File: config.mk
export PLATFORM = sky130hd
export DESIGN_NAME = stif_cell
export DESIGN_NICKNAME = d
export VERILOG_FILES = /design/src/sv/stif_pkg.sv /design/src/sv/stif_cell.sv
export SDC_FILE = /design/constraint.sdc
export NUM_CORES = 1
export LEC_CHECK = 0
export ABC_AREA = 1
export BUFFER_PORTS_ARGS = -buffer_cell sky130_fd_sc_hd__buf_4
export CORE_UTILIZATION = 48
export CTS_BUF_LIST = sky130_fd_sc_hd__clkbuf_8
export CTS_CLUSTER_DIAMETER = 30
export DETAILED_ROUTE_END_ITERATION = 7
export PLACE_DENSITY = 0.82
export SLEW_MARGIN = 20
export SYNTH_ARGS = -nofsm -noshare
export SYNTH_HDL_FRONTEND = slang
export SYNTH_SLANG_ARGS = --single-unit
File: constraint.sdc
create_clock -name clk -period 3.3 [get_ports clk]
set_input_delay 0.165 -clock clk [delete_from_list [all_inputs] [get_ports clk]]
set_output_delay 0.165 -clock clk [all_outputs]
set_load 0.02 [all_outputs]
File: src/sv/stif_pkg.sv
// stif_pkg: shared constants and types for the sorted table insert/find block.
// Used by stif_cell and sorted_table_insert_find. No dependencies.
`default_nettype none

package stif_pkg;

	// table geometry
	localparam int DEPTH = 64;
	localparam int IDX_W = $clog2(DEPTH + 1);
	localparam int VAL_W = 32;

	// operation codes
	localparam logic OP_INSERT = 1'b0;
	localparam logic OP_FIND   = 1'b1;

	// result status codes
	localparam logic [1:0] ST_OK   = 2'd0;
	localparam logic [1:0] ST_MISS = 2'd1;
	localparam logic [1:0] ST_FULL = 2'd2;

	// per-cell flags handed to the top level
	typedef struct packed {
		logic place;  // this slot is at or past the insert point
		logic first;  // this slot is the insert point
		logic hit;    // insert point holds a value equal to the key
	} stif_cell_st_t;

endpackage

`default_nettype wire

File: src/sv/stif_cell.sv
// stif_cell: one slot of the sorted table; compares its entry with the key
// and takes its lower neighbor's entry or the key on an insert. Uses stif_pkg.
`default_nettype none

module stif_cell
	import stif_pkg::*;
(
	input  wire logic                    clk,
	input  wire logic                    wr_en,
	input  wire logic                    occ,
	input  wire logic signed [VAL_W-1:0] key,
	input  wire logic                    prev_place,
	input  wire logic signed [VAL_W-1:0] prev_entry,
	output logic signed [VAL_W-1:0]      entry,
	output stif_cell_st_t                st
);

	logic signed [VAL_W-1:0] entry_q;

	// compare flags; an empty slot always counts as an insert point candidate
	always_comb begin
		st.place = !occ || (entry_q >= key);
		st.first = st.place && !prev_place;
		st.hit   = st.first && occ && (entry_q == key);
	end

	assign entry = entry_q;

	// shift up past the insert point, drop the key at it
	always_ff @(posedge clk) begin
		if (wr_en) begin
			if (prev_place) begin
				entry_q <= prev_entry;
			end else if (st.place) begin
				entry_q <= key;
			end
		end
	end

endmodule

`default_nettype wire

# Word-level counts from Yosys, hierarchy flattened
# Cells that the tools add are included.
# op_classes
n_eq_ne	1
n_reduce_logical	8
n_mux	2
magnitude_cmp	1
# ops
cell	count
$mux W32	2
$eq A32 B32 Y1	1
$ge A32 B32 Y1	1
$logic_and A1 B1 Y1	3
$logic_not A1 Y1	2
$reduce_and A2 Y1	1
$reduce_bool A2 Y1	1
$logic_or A1 B1 Y1	1
# totals
out_inout_bits	35
reg_bits	32
word_cells	13
in_bits	68

# Depth between registers and ports, before layout
# Gate-level depths: netlist of the first run.
# depth
ltp_word	5
ltp_mapped	17
mapped_depth_nobuf	17

# Least setup slack after synthesis of the first run
# OpenSTA, ideal clock, no wires.
# synth_path
path_type	register to register
startpoint	register entry_q[31] (netlist: entry[31])
endpoint	register entry_q[0] (netlist: entry[0]) (enable)
arrival_time_ns	2.249
path_slack_ns	0.665
setup_ns	0.387
required_time_ns	2.913
stages_incl_launch_ff	11
cell_sequence	edfxtp_1 ha_1 nand2_2 nor2_2 nand2_2 nor3b_2 and3_1 nor2_1 nand4_1 nand2_1 inv_1
# synth_between
elab_chain_cells	4
# synth_lines
element	line	text
start, declared	stif_cell.sv:18	logic signed [VAL_W-1:0] entry_q;
start signal, assigned	stif_cell.sv:33	entry_q <= prev_entry;
start signal, assigned	stif_cell.sv:35	entry_q <= key;
$ge A32 B32 Y1	stif_cell.sv:22	st.place = !occ || (entry_q >= key);
$logic_or A1 B1 Y1	stif_cell.sv:22	
$reduce_bool A2 Y1 (no line)	--	
$reduce_and A2 Y1 (no line)	--	
# No other way between the ends.
# A chain may end at the register's enable or synchronous reset.

# Final worst setup path of the first run
# layout_path
startpoint	register entry_q[31] (netlist: entry[31])
endpoint	register entry_q[8] (netlist: entry[8]) (enable)
# The elaborated chain is that of the path after synthesis.

==> impl_metrics.csv, run 1 <==
group,metric,value,unit
run_status,status,"finished, final reports clean",
logic_synthesis,synth_common_cells,"nand2_1 (69), inv_1 (43), o21ai_0 (33)",
timing,period_needed,2372,ps
route,wl_met3,281,µm
timing,finalHoldViolations,0,
setup_path,r2r_start,"entry[31]",
route,wl,5103,µm
floorplan,die_width,69.54,µm
clock_network,holdBufCountCts,0,
setup_path,crit_chain,"ha_1 > nand2_2 > nor2_2 > nand2_2 > nor3b_2 > and3_1 > nor2_1 > nand4_1 > nand2_1 > inv_1 > buf_4",
route,dr.pass1.iters,4,
floorplan,rows,24,
global_route,grt_max_degree,66,
global_route,grt_pass1_wl,8721,µm
timing,tightestPinTransition,506.1,ps
floorplan,die_y,69.54,µm
setup_path,worstPathRequired,3270,ps
setup_path,crit_type,"reg -> reg",
logic_synthesis,async_flop_share,0,
route,m1WireLength,2120,µm
logic_synthesis,synth-seq-cells,32,
finish,post-route-util,0.7109,
power,finalPower,1220,µW
route,via_count,2031,
global_route,grt_pass1_vias,2040,
finish,final_nets,460,
timing,finalMaxSlewViolations,0,
finish,largest_reg_flops,32,
logic_synthesis,syn-num-nets,356,
timing,rsz0062_at_grt,"no",
global_route,grt_usage,0.2251,
power,leakage,0.001640,µW
timing,fmax,421.6,MHz
route,vias_per_cell,4.918,
logic_synthesis,synthDominantCellAreaShare,0.4389,
setup_path,r2r-end,"entry[8]",
worst_hold_path,hp-class,"in -> reg",
setup_path,slowest_delay,410,ps
logic_synthesis,synth_edf_count,32,
finish,n_antenna_cell,0,
route,route.met2.wl,2532,µm
logic_synthesis,ys_warn_count,0,
global_route,grt_antenna_before_repair,0,
clock_network,clock-sinks,32,
clock_network,cts-root-buf,"clkbuf_8",
worst_hold_path,hold_depth,3,
setup_path,crit_buf_inv,2,
clock_network,clk_pin_slew_worst_paths,70,ps
logic_synthesis,synth_cells,256,
setup_path,crit_fanout,18,
timing,relSlewSlack,0.6626,
logic_synthesis,synth_area,2190,µm²
clock_network,cts_setup_buffers,0,
setup_path,r2r_setup_slack,930,ps
clock_network,cts_buffers,5,
clock_network,cts-resized-gates,0,
clock_network,cts_max_level,2,
logic_synthesis,synth_largest_area_cell,"edfxtp_1",
route,final_antenna_net_count,0,
logic_synthesis,ys_seq_area_frac,0.4389,
finish,syn_to_final_growth,42.34,%
clock_network,clkLatencyLatePin,290,ps
setup_path,cpMostUsedCell,"nand2_2",
worst_hold_path,min_from,"prev_entry[7]",
route,highest_layer,"met4",
setup_path,cpMaxStageDelayCell,"edfxtp_1",
setup_path,worstPathArrival,2340,ps
route,drtIter0Drc,82,
timing,fin_tns_setup,0,ps
timing,min_period_over_period,0.7188,
logic_synthesis,synth.most_common_cell,"nand2_1",
flow_run,maxCapViolCount,0,
placement,hpwl,4000,µm
logic_synthesis,synth.area.top_cells,"edfxtp_1 (44%), ha_1 (18%), nand2_1 (12%)",
route,post_drt_wl_per_cell,12.36,µm
floorplan,start_util,0.4994,
global_route,grt_overflow,0,
power,pwr_density_cell,391.5,nW/µm²
worst_hold_path,hold-path-endpoint,"entry[7]",
power,irDropWorstVdd,0.3456,mV
floorplan,die_area,4836,µm²
logic_synthesis,yosysUniqueCellTypes,19,
floorplan,fp.coreArea,4384,µm²
logic_synthesis,avgSynthCellArea,8.553,µm²
setup_path,cp-end-kind,"flop",
timing,fin_skew,5.300,ps
floorplan,ios,103,
timing,report.final.setup_viol,0,
setup_path,startpoint_type,"flop",
placement,routabilityCongestion,0.8230,
clock_network,max-clock-path-buffers,2,
finish,drive_gt1_frac,0.3213,
setup_path,path_delay_family,"simple AND/OR/NAND/NOR gates",
clock_network,cts_tree,"built",
logic_synthesis,ys.flop_type,"edfxtp_1",
setup_path,r2r_cells,11,
placement,numPortBuffers,102,
route,drc,0,
-- kinds of logic after synthesis --
| logic type | synth area share |
|---|---|
| AO/OA/AOI/OAI | 0.1206 |
| AND/OR/NAND/NOR | 0.1720 |
| adder cells (fa/ha/maj) | 0.1829 |
| buffers and inverters | 0.08571 |
| flip-flops | 0.4389 |
-- cell usage in the layout (no fill, tap or decap) --
cell type  synthesis  final
bufinv_16          0      1
o21ai_0           33     33
nand3_1            5      5
a21o_1             1      1
nor3_1             1      1
nor2_2             1      1
nand2_2            2      2
nand2_1           69     69
buf_4              0    104
and3_2             1      1
and3_1             1      1
edfxtp_1          32     32
clkbuf_8           0      5
a31oi_1            1      1
o21a_1             2      2
a21oi_1           14     14
nor2_1             8      8
nor3b_2            1      1
ha_1              32     32
inv_1             43     44
clkinv_2           0      1
nand4_1            2      2
-- power by group --
group          switching (µW)  internal (µW)  total (µW)
registers                19.1            492         511
clock network             153            221         374
logic                     179            157         336
total                     350            870        1220
-- per-stage QoR --
stage | cell area, µm² | hold slack (ps) | worst slack, ps | instances
2_1_floorplan | 2190 | 343.6 | 664.5 | 256
3_3_place_gp | 3009 | 445.3 | 1126 | 405
3_5_place_dp | 3009 | 449.7 | 1018 | 405
4_1_cts | 3117 | 155.0 | 972.5 | 413
5_1_grt | 3117 | 162.1 | 829.3 | 413
6_report | 3117 | 156.1 | 928.0 | 413
-- worst max path at each step --
stage               startpoint         to  cells past startpoint
floorplan            entry[31]   entry[0]                     10
global placement     entry[31]  entry[14]                     11
detailed placement   entry[31]   entry[9]                     11
CTS                  entry[31]      st[1]                      9
global route         entry[31]  entry[13]                     12
finish               entry[31]   entry[8]                     11
-- layer usage --
layer  GRT usage  up-vias
met5           0        -
met4      0.1020        0
met3     0.04360       16
met2      0.3840       73
met1      0.2745      885
li1            -     1057
-- cell type report --
class	count	area, µm²
fillers	333	1267
multi-input cells	174	1041
flip-flops and latches	32	960.9
repair buffers	104	780.7
inverters	43	161.4
clock buffers	5	68.82
well taps	52	65.06
clock inverters	3	38.79
-- worst reg2reg max path, delay by kind of cell, from the launching register on --
family / cells / cell delay [ps]
flip-flops: 1 / 410
buffers and inverters: 2 / 340
AND/OR/NAND/NOR: 8 / 950
adder cells (fa/ha/maj): 1 / 370
(Power assumes the default switching activity.)
==> run 2: changes to the inputs <==
ABC_AREA = 0   (was 1)
CORE_UTILIZATION = 44   (was 48)
PLACE_DENSITY = 0.79   (was 0.82)
clock period = 2 ns   (was 3.3 ns; I/O delays follow)
==> impl_metrics.csv, run 2 <==
group,metric,value,unit
finish,final_nets,494,
setup_path,worstPathArrival,2710,ps
power,p_comb_frac,0.396,
clock_network,clkLatencyLatePin,290,ps
run_status,status,"finished, violations left",
timing,timing.final.ws_setup,-702.0,ps
route,wl_met3,393,µm
setup_path,path_depth,9,
clock_network,cts_buffers,5,
finish,drive_gt1_frac,0.5215,
global_route,grt_antenna_before_repair,0,
global_route,grt_usage,0.2777,
logic_synthesis,ys.flop_type,"edfxtp_1",
power,finalPower,2213,µW
setup_path,cp-end-kind,"flop",
logic_synthesis,avgSynthCellArea,9.419,µm²
floorplan,ios,103,
setup_path,startpoint_type,"flop",
route,route.met2.wl,3927,µm
logic_synthesis,synth_common_cells,"nand2_1 (40), inv_1 (36), o21ai_0 (35)",
global_route,grt_pass1_wl,10930,µm
logic_synthesis,synth.most_common_cell,"nand2_1",
timing,rsz0062_at_grt,"yes",
clock_network,cts_tree,"built",
finish,syn_to_final_growth,79.82,%
logic_synthesis,synth_area,2176,µm²
logic_synthesis,ys_seq_area_frac,0.4416,
floorplan,start_util,0.4576,
timing,finalMaxSlewViolations,0,
finish,layout.cells.non_filler,462,
setup_path,crit_buf_inv,3,
route,wl,7341,µm
logic_synthesis,synth-simple-area-share,0.1380,
timing,relSlewSlack,0.6331,
timing,hold_ws,86.98,ps
timing,fmax,370.1,MHz
logic_synthesis,syn-num-nets,331,
finish,final_common_cell,"buf_4",
global_route,grt_overflow,0,
worst_hold_path,hold_depth,3,
finish,n_antenna_cell,0,
route,drtIter0Drc,185,
floorplan,fp.coreArea,4755,µm²
setup_path,slowest_delay,440,ps
route,m1WireLength,2790,µm
floorplan,rows,25,
logic_synthesis,synth_xor_area_frac,0,
setup_path,path_delay_family,"simple AND/OR/NAND/NOR gates",
logic_synthesis,synthAdderAreaFrac,0.1840,
route,via_count,2371,
power,pwr_density_cell,565.6,nW/µm²
power,p_int,1516,µW
finish,final_cell_mix,"buf_4 (158), nand2_1 (39), inv_1 (36)",
route,vias_per_cell,5.132,
route,dr.pass1.iters,5,
power,irDropWorstVdd,0.4042,mV
power,p_seq_frac,0.389,
setup_path,worstPathRequired,2010,ps
power,leakage,0.001850,µW
clock_network,cts_max_level,2,
route,final_antenna_net_count,0,
logic_synthesis,synth_compound_area_frac,0.1570,
logic_synthesis,synth_edf_count,32,
clock_network,holdBufCountCts,0,
logic_synthesis,synth_cells,231,
timing,fin_skew,3.796,ps
route,post_drt_wl_per_cell,15.89,µm
power,p_sw_frac,0.3150,
placement,hpwl,4673,µm
run_status,violations,"setup timing",
power,p_sw,697.0,µW
clock_network,cts-root-buf,"clkbuf_8",
logic_synthesis,synth-seq-cells,32,
setup_path,cpMaxStageDelayCell,"nor4_4",
logic_synthesis,async_flop_share,0,
route,highest_layer,"met4",
timing,report.final.setup_viol,35,
placement,placed_cells,438,
logic_synthesis,ys_warn_count,0,
clock_network,max-clock-path-buffers,2,
floorplan,die_y,72.32,µm
logic_synthesis,synth.area.top_cells,"edfxtp_1 (44%), ha_1 (18%), o21ai_0 (8.1%)",
global_route,grt_max_degree,65,
setup_path,crit_type,"reg -> reg",
route,drc,0,
setup_path,crit_chain,"ha_1 > nand4_1 > nor4_4 > buf_4 > a211o_4 > a2111oi_4 > a211oi_4 > buf_6 > buf_12",
global_route,grt_pass1_vias,2370,
placement,dp_slack,-601.4,ps
timing,min_period_over_period,1.351,
floorplan,die_width,72.32,µm
logic_synthesis,yosysUniqueCellTypes,28,
placement,numPortBuffers,102,
flow_run,maxCapViolCount,0,
timing,finalHoldViolations,0,
setup_path,r2r_cells,9,
clock_network,clk_pin_slew_worst_paths,70,ps
timing,tightestPinTransition,550.3,ps
power,clock_power_share,0.214,
logic_synthesis,synth_top_family_by_area,"adder cells",
finish,post-route-util,0.8229,
timing,period_needed,2702,ps
setup_path,crit_fanout,10,
clock_network,clock-sinks,32,
logic_synthesis,synth_largest_area_cell,"edfxtp_1",
logic_synthesis,synth.mux.area_fraction,0.005175,
placement,routabilityCongestion,0.7862,
worst_hold_path,hp-class,"in -> reg",
floorplan,die_area,5230,µm²
logic_synthesis,synthDominantCellAreaShare,0.4416,
finish,largest_reg_flops,32,
[run 2: cell types whose count changed after synthesis, sizes merged, moves of 2 or more]
cell,previous run,this run
and3,2,0
nor4,0,2
nand2,71,40
o21ai,33,35
buf,0,2
inv,43,36
clkbuf,7,5
nand4,2,8
nor2,9,4
a211oi,0,4
[run 2: power groups by stage]
stage | Clock [µW] | Sequential (µW) | Combinational [µW]
floorplan | 0 | 932 | 260
global placement | 0 | 862 | 701
detailed placement | 0 | 865 | 726
CTS | 477 | 857 | 833
global route | 505 | 867 | 945
finish | 474 | 862 | 877
[run 2: cells by family (layout without fill, tap and decap cells)]
group                    count (synthesis)  in the layout
flip-flops                              32             32
AO/OA/AOI/OAI                           61             61
multiplexers                             1              1
adder cells (fa/ha/maj)                 32             32
AND/OR/NAND/NOR                         62             62
buffers and inverters                   43            207
[run 2: final cells by class]
| type | count | area, µm² |
|---|---|---|
| clock inverter | 3 | 13.76 |
| multi-input combinational | 156 | 1374 |
| fill | 290 | 842.1 |
| clock buffer | 5 | 68.82 |
| timing repair buffer | 163 | 1276 |
| sequential | 32 | 960.9 |
| inverter | 36 | 135.1 |
| tap | 67 | 83.83 |
[run 2: layer usage]
metal	global-route usage	vias to the layer above
met5	0	-
met4	0.1220	0
met3	0.05833	27
met2	0.5088	98
met1	0.3084	1099
li1	-	1147
[run 2: through the flow]
step	TNS, ps	cell area [µm²]
after floorplan	-29300	2257
after global placement	-16500	3456
after detailed placement	-19790	3456
after CTS	-14200	3867
after global routing	-24910	3913
final	-23410	3913
[run 2: worst reg2reg max path: cells and delay by family, from the launching register on]
kind            cells  cell delay [ps]
fa+ha+maj           1              320
flops               1              410
buf+inv             3              520
simple gates        2              710
compound gates      3              460
[run 2: worst paths after layout]
kind | startpoint | to | slack, ps
max | entry[22] | entry[21] | -700
min | prev_entry[13] | entry[13] | 90
max reg2reg | entry[22] | entry[21] | -700
min reg2reg | entry[31] | entry[29] | 1380
[run 2: repair_timing]
item	CTS	global route
buffers inserted	13	3
pin swaps	16	11
gates resized for setup	30	4
setup endpoints to repair	35	35
cloned	1	0
==> run 3: changes to the inputs <==
CAP_MARGIN = 20   (was unset)
CELL_PAD_IN_SITES_DETAIL_PLACEMENT = 2   (was unset)
CELL_PAD_IN_SITES_GLOBAL_PLACEMENT = 2   (was unset)
CORE_ASPECT_RATIO = 0.7   (was unset)
CORE_UTILIZATION = 24   (was 44)
PLACE_DENSITY = unset   (was 0.79)
PLACE_DENSITY_LB_ADDON = 0.1   (was unset)
==> impl_metrics.csv, run 3 (synthesized netlist as in run 2, its figures left out) <==
group,metric,value,unit
route,dr.pass1.iters,4,
floorplan,ios,103,
clock_network,max-clock-path-buffers,2,
placement,dp_slack,-616.5,ps
placement,place_area,3537,µm²
setup_path,crit_chain,"ha_1 > buf_4 > a21oi_1 > nand2_1 > a21oi_2 > o21ai_4 > a2111oi_2 > buf_4 > a211oi_4 > buf_12 > buf_12",
setup_path,worstPathRequired,2050,ps
setup_path,worstPathArrival,2650,ps
timing,finalHoldViolations,0,
finish,final_area,3946,µm²
run_status,violations,"setup timing",
timing,finalMaxSlewViolations,0,
clock_network,clk_pin_slew_worst_paths,70,ps
global_route,grt_antenna_before_repair,0,
setup_path,crit_type,"reg -> reg",
timing,rsz0062_at_grt,"yes",
setup_path,slowest_delay,400,ps
worst_hold_path,hp-class,"in -> reg",
finish,final_common_cell,"buf_4",
clock_network,clock-sinks,32,
flow_run,maxCapViolCount,0,
timing,report.final.setup_viol,35,
finish,final_nets,492,
power,pwr_density_cell,565.6,nW/µm²
route,via_count,2312,
global_route,grt_max_degree,65,
setup_path,startpoint_type,"flop",
floorplan,rows,28,
global_route,grt_pass1_wl,12080,µm
finish,final_cell_mix,"buf_4 (154), nand2_1 (40), inv_1 (38)",
route,drc,0,
floorplan,die_y,81.67,µm
floorplan,fp.coreArea,8618,µm²
floorplan,start_util,0.2525,
route,final_antenna_net_count,0,
clock_network,holdBufCountCts,0,
finish,drive_gt1_frac,0.5140,
route,post_drt_wl_per_cell,16.04,µm
route,wl,8230,µm
run_status,status,"finished, violations left",
global_route,grt_pass1_vias,2444,
timing,fmax,384.7,MHz
clock_network,clkLatencyLatePin,280,ps
clock_network,cts_tree,"built",
timing,relSlewSlack,0.6051,
global_route,grt_overflow,0,
setup_path,crit_fanout,11,
timing,fin_skew,7.867,ps
setup_path,cp-end-kind,"flop",
power,leakage,0.001832,µW
route,vias_per_cell,4.507,
timing,hold_ws,97.78,ps
finish,largest_reg_flops,32,
finish,n_antenna_cell,0,
placement,hpwl,6194,µm
timing,min_period_over_period,1.300,
route,drtIter0Drc,31,
clock_network,cts-root-buf,"clkbuf_8",
setup_path,cpMaxStageDelayCell,"a2111oi_2",
placement,routabilityCongestion,0.7026,
timing,timing.final.ws_setup,-599.6,ps
finish,fill_cells,972,
clock_network,cts_max_level,2,
global_route,grt_usage,0.1675,
clock_network,cts_buffers,5,
timing,period_needed,2600,ps
floorplan,die_area,9457,µm²
power,irDropWorstVdd,0.2231,mV
finish,syn_to_final_growth,81.37,%
placement,numPortBuffers,102,
floorplan,die_width,115.8,µm
timing,tightestPinTransition,592.4,ps
-- run 3: per-layer routing --
metal | routed length, µm | GRT usage | vias to the layer above
li1 | - | - | 1141
met2 | 3846 | 0.2821 | 64
met3 | 444 | 0.04059 | 8
met1 | 3830 | 0.2200 | 1099
met4 | 108 | 0.03077 | 0
met5 | 0 | 0 | -
-- run 3: repair_timing --
action | in CTS | in global routing
gates cloned | 0 | 0
pin swaps | 10 | 10
resized for setup | 21 | 13
buffers inserted | 6 | 6
endpoints found under the setup margin | 35 | 35
-- run 3: per-stage QoR --
| step | util | total power (µW) | setup TNS, ps | cells |
|---|---|---|---|---|
| 6_report | 0.4579 | 2232 | -20480 | 513 |
| 5_1_grt | 0.4579 | 2347 | -23010 | 513 |
| 4_1_cts | 0.4437 | 2193 | -18670 | 507 |
| 3_5_place_dp | 0.4104 | 1630 | -20310 | 493 |
| 3_3_place_gp | 0.4104 | 1597 | -16150 | 493 |
| 2_1_floorplan | - | 1192 | -29300 | 231 |
-- run 3: worst paths after layout --
check | startpoint | end | slack, ps | cells past startpoint
worst max-delay path | entry[14] | entry[24] | -600 | 11
worst min-delay path | prev_entry[11] | entry[11] | 100 | 3
worst min register to register | entry[31] | entry[31] | 1460 | 6
worst max register to register | entry[14] | entry[24] | -600 | 11
-- run 3: final cells by class --
| type | count | area (µm²) | area share |
|---|---|---|---|
| Tap cell | 120 | 150.1 | 0.03805 |
| Timing Repair Buffer | 161 | 1270 | 0.3218 |
| Multi-Input combinational cell | 156 | 1350 | 0.3421 |
| Clock buffer | 5 | 68.82 | 0.01744 |
| Inverter | 36 | 135.1 | 0.03424 |
| Clock inverter | 3 | 11.26 | 0.002854 |
| Sequential cell | 32 | 960.9 | 0.2435 |
-- run 3: critical path: cells and delay by family (launching register included) --
kind / cells / cell delay, ps
AO/OA/AOI/OAI: 5 / 940
buffers and inverters: 4 / 620
AND/OR/NAND/NOR: 1 / 90
flip-flops: 1 / 390
adder cells (fa/ha/maj): 1 / 310
-- run 3: power by group --
| group | leakage (µW) | switching, µW | internal (µW) |
|---|---|---|---|
| Combinational | 0.00147 | 422 | 467 |
| Sequential | 0.000314 | 43.5 | 815 |
| Clock | 0.0000482 | 251 | 232 |
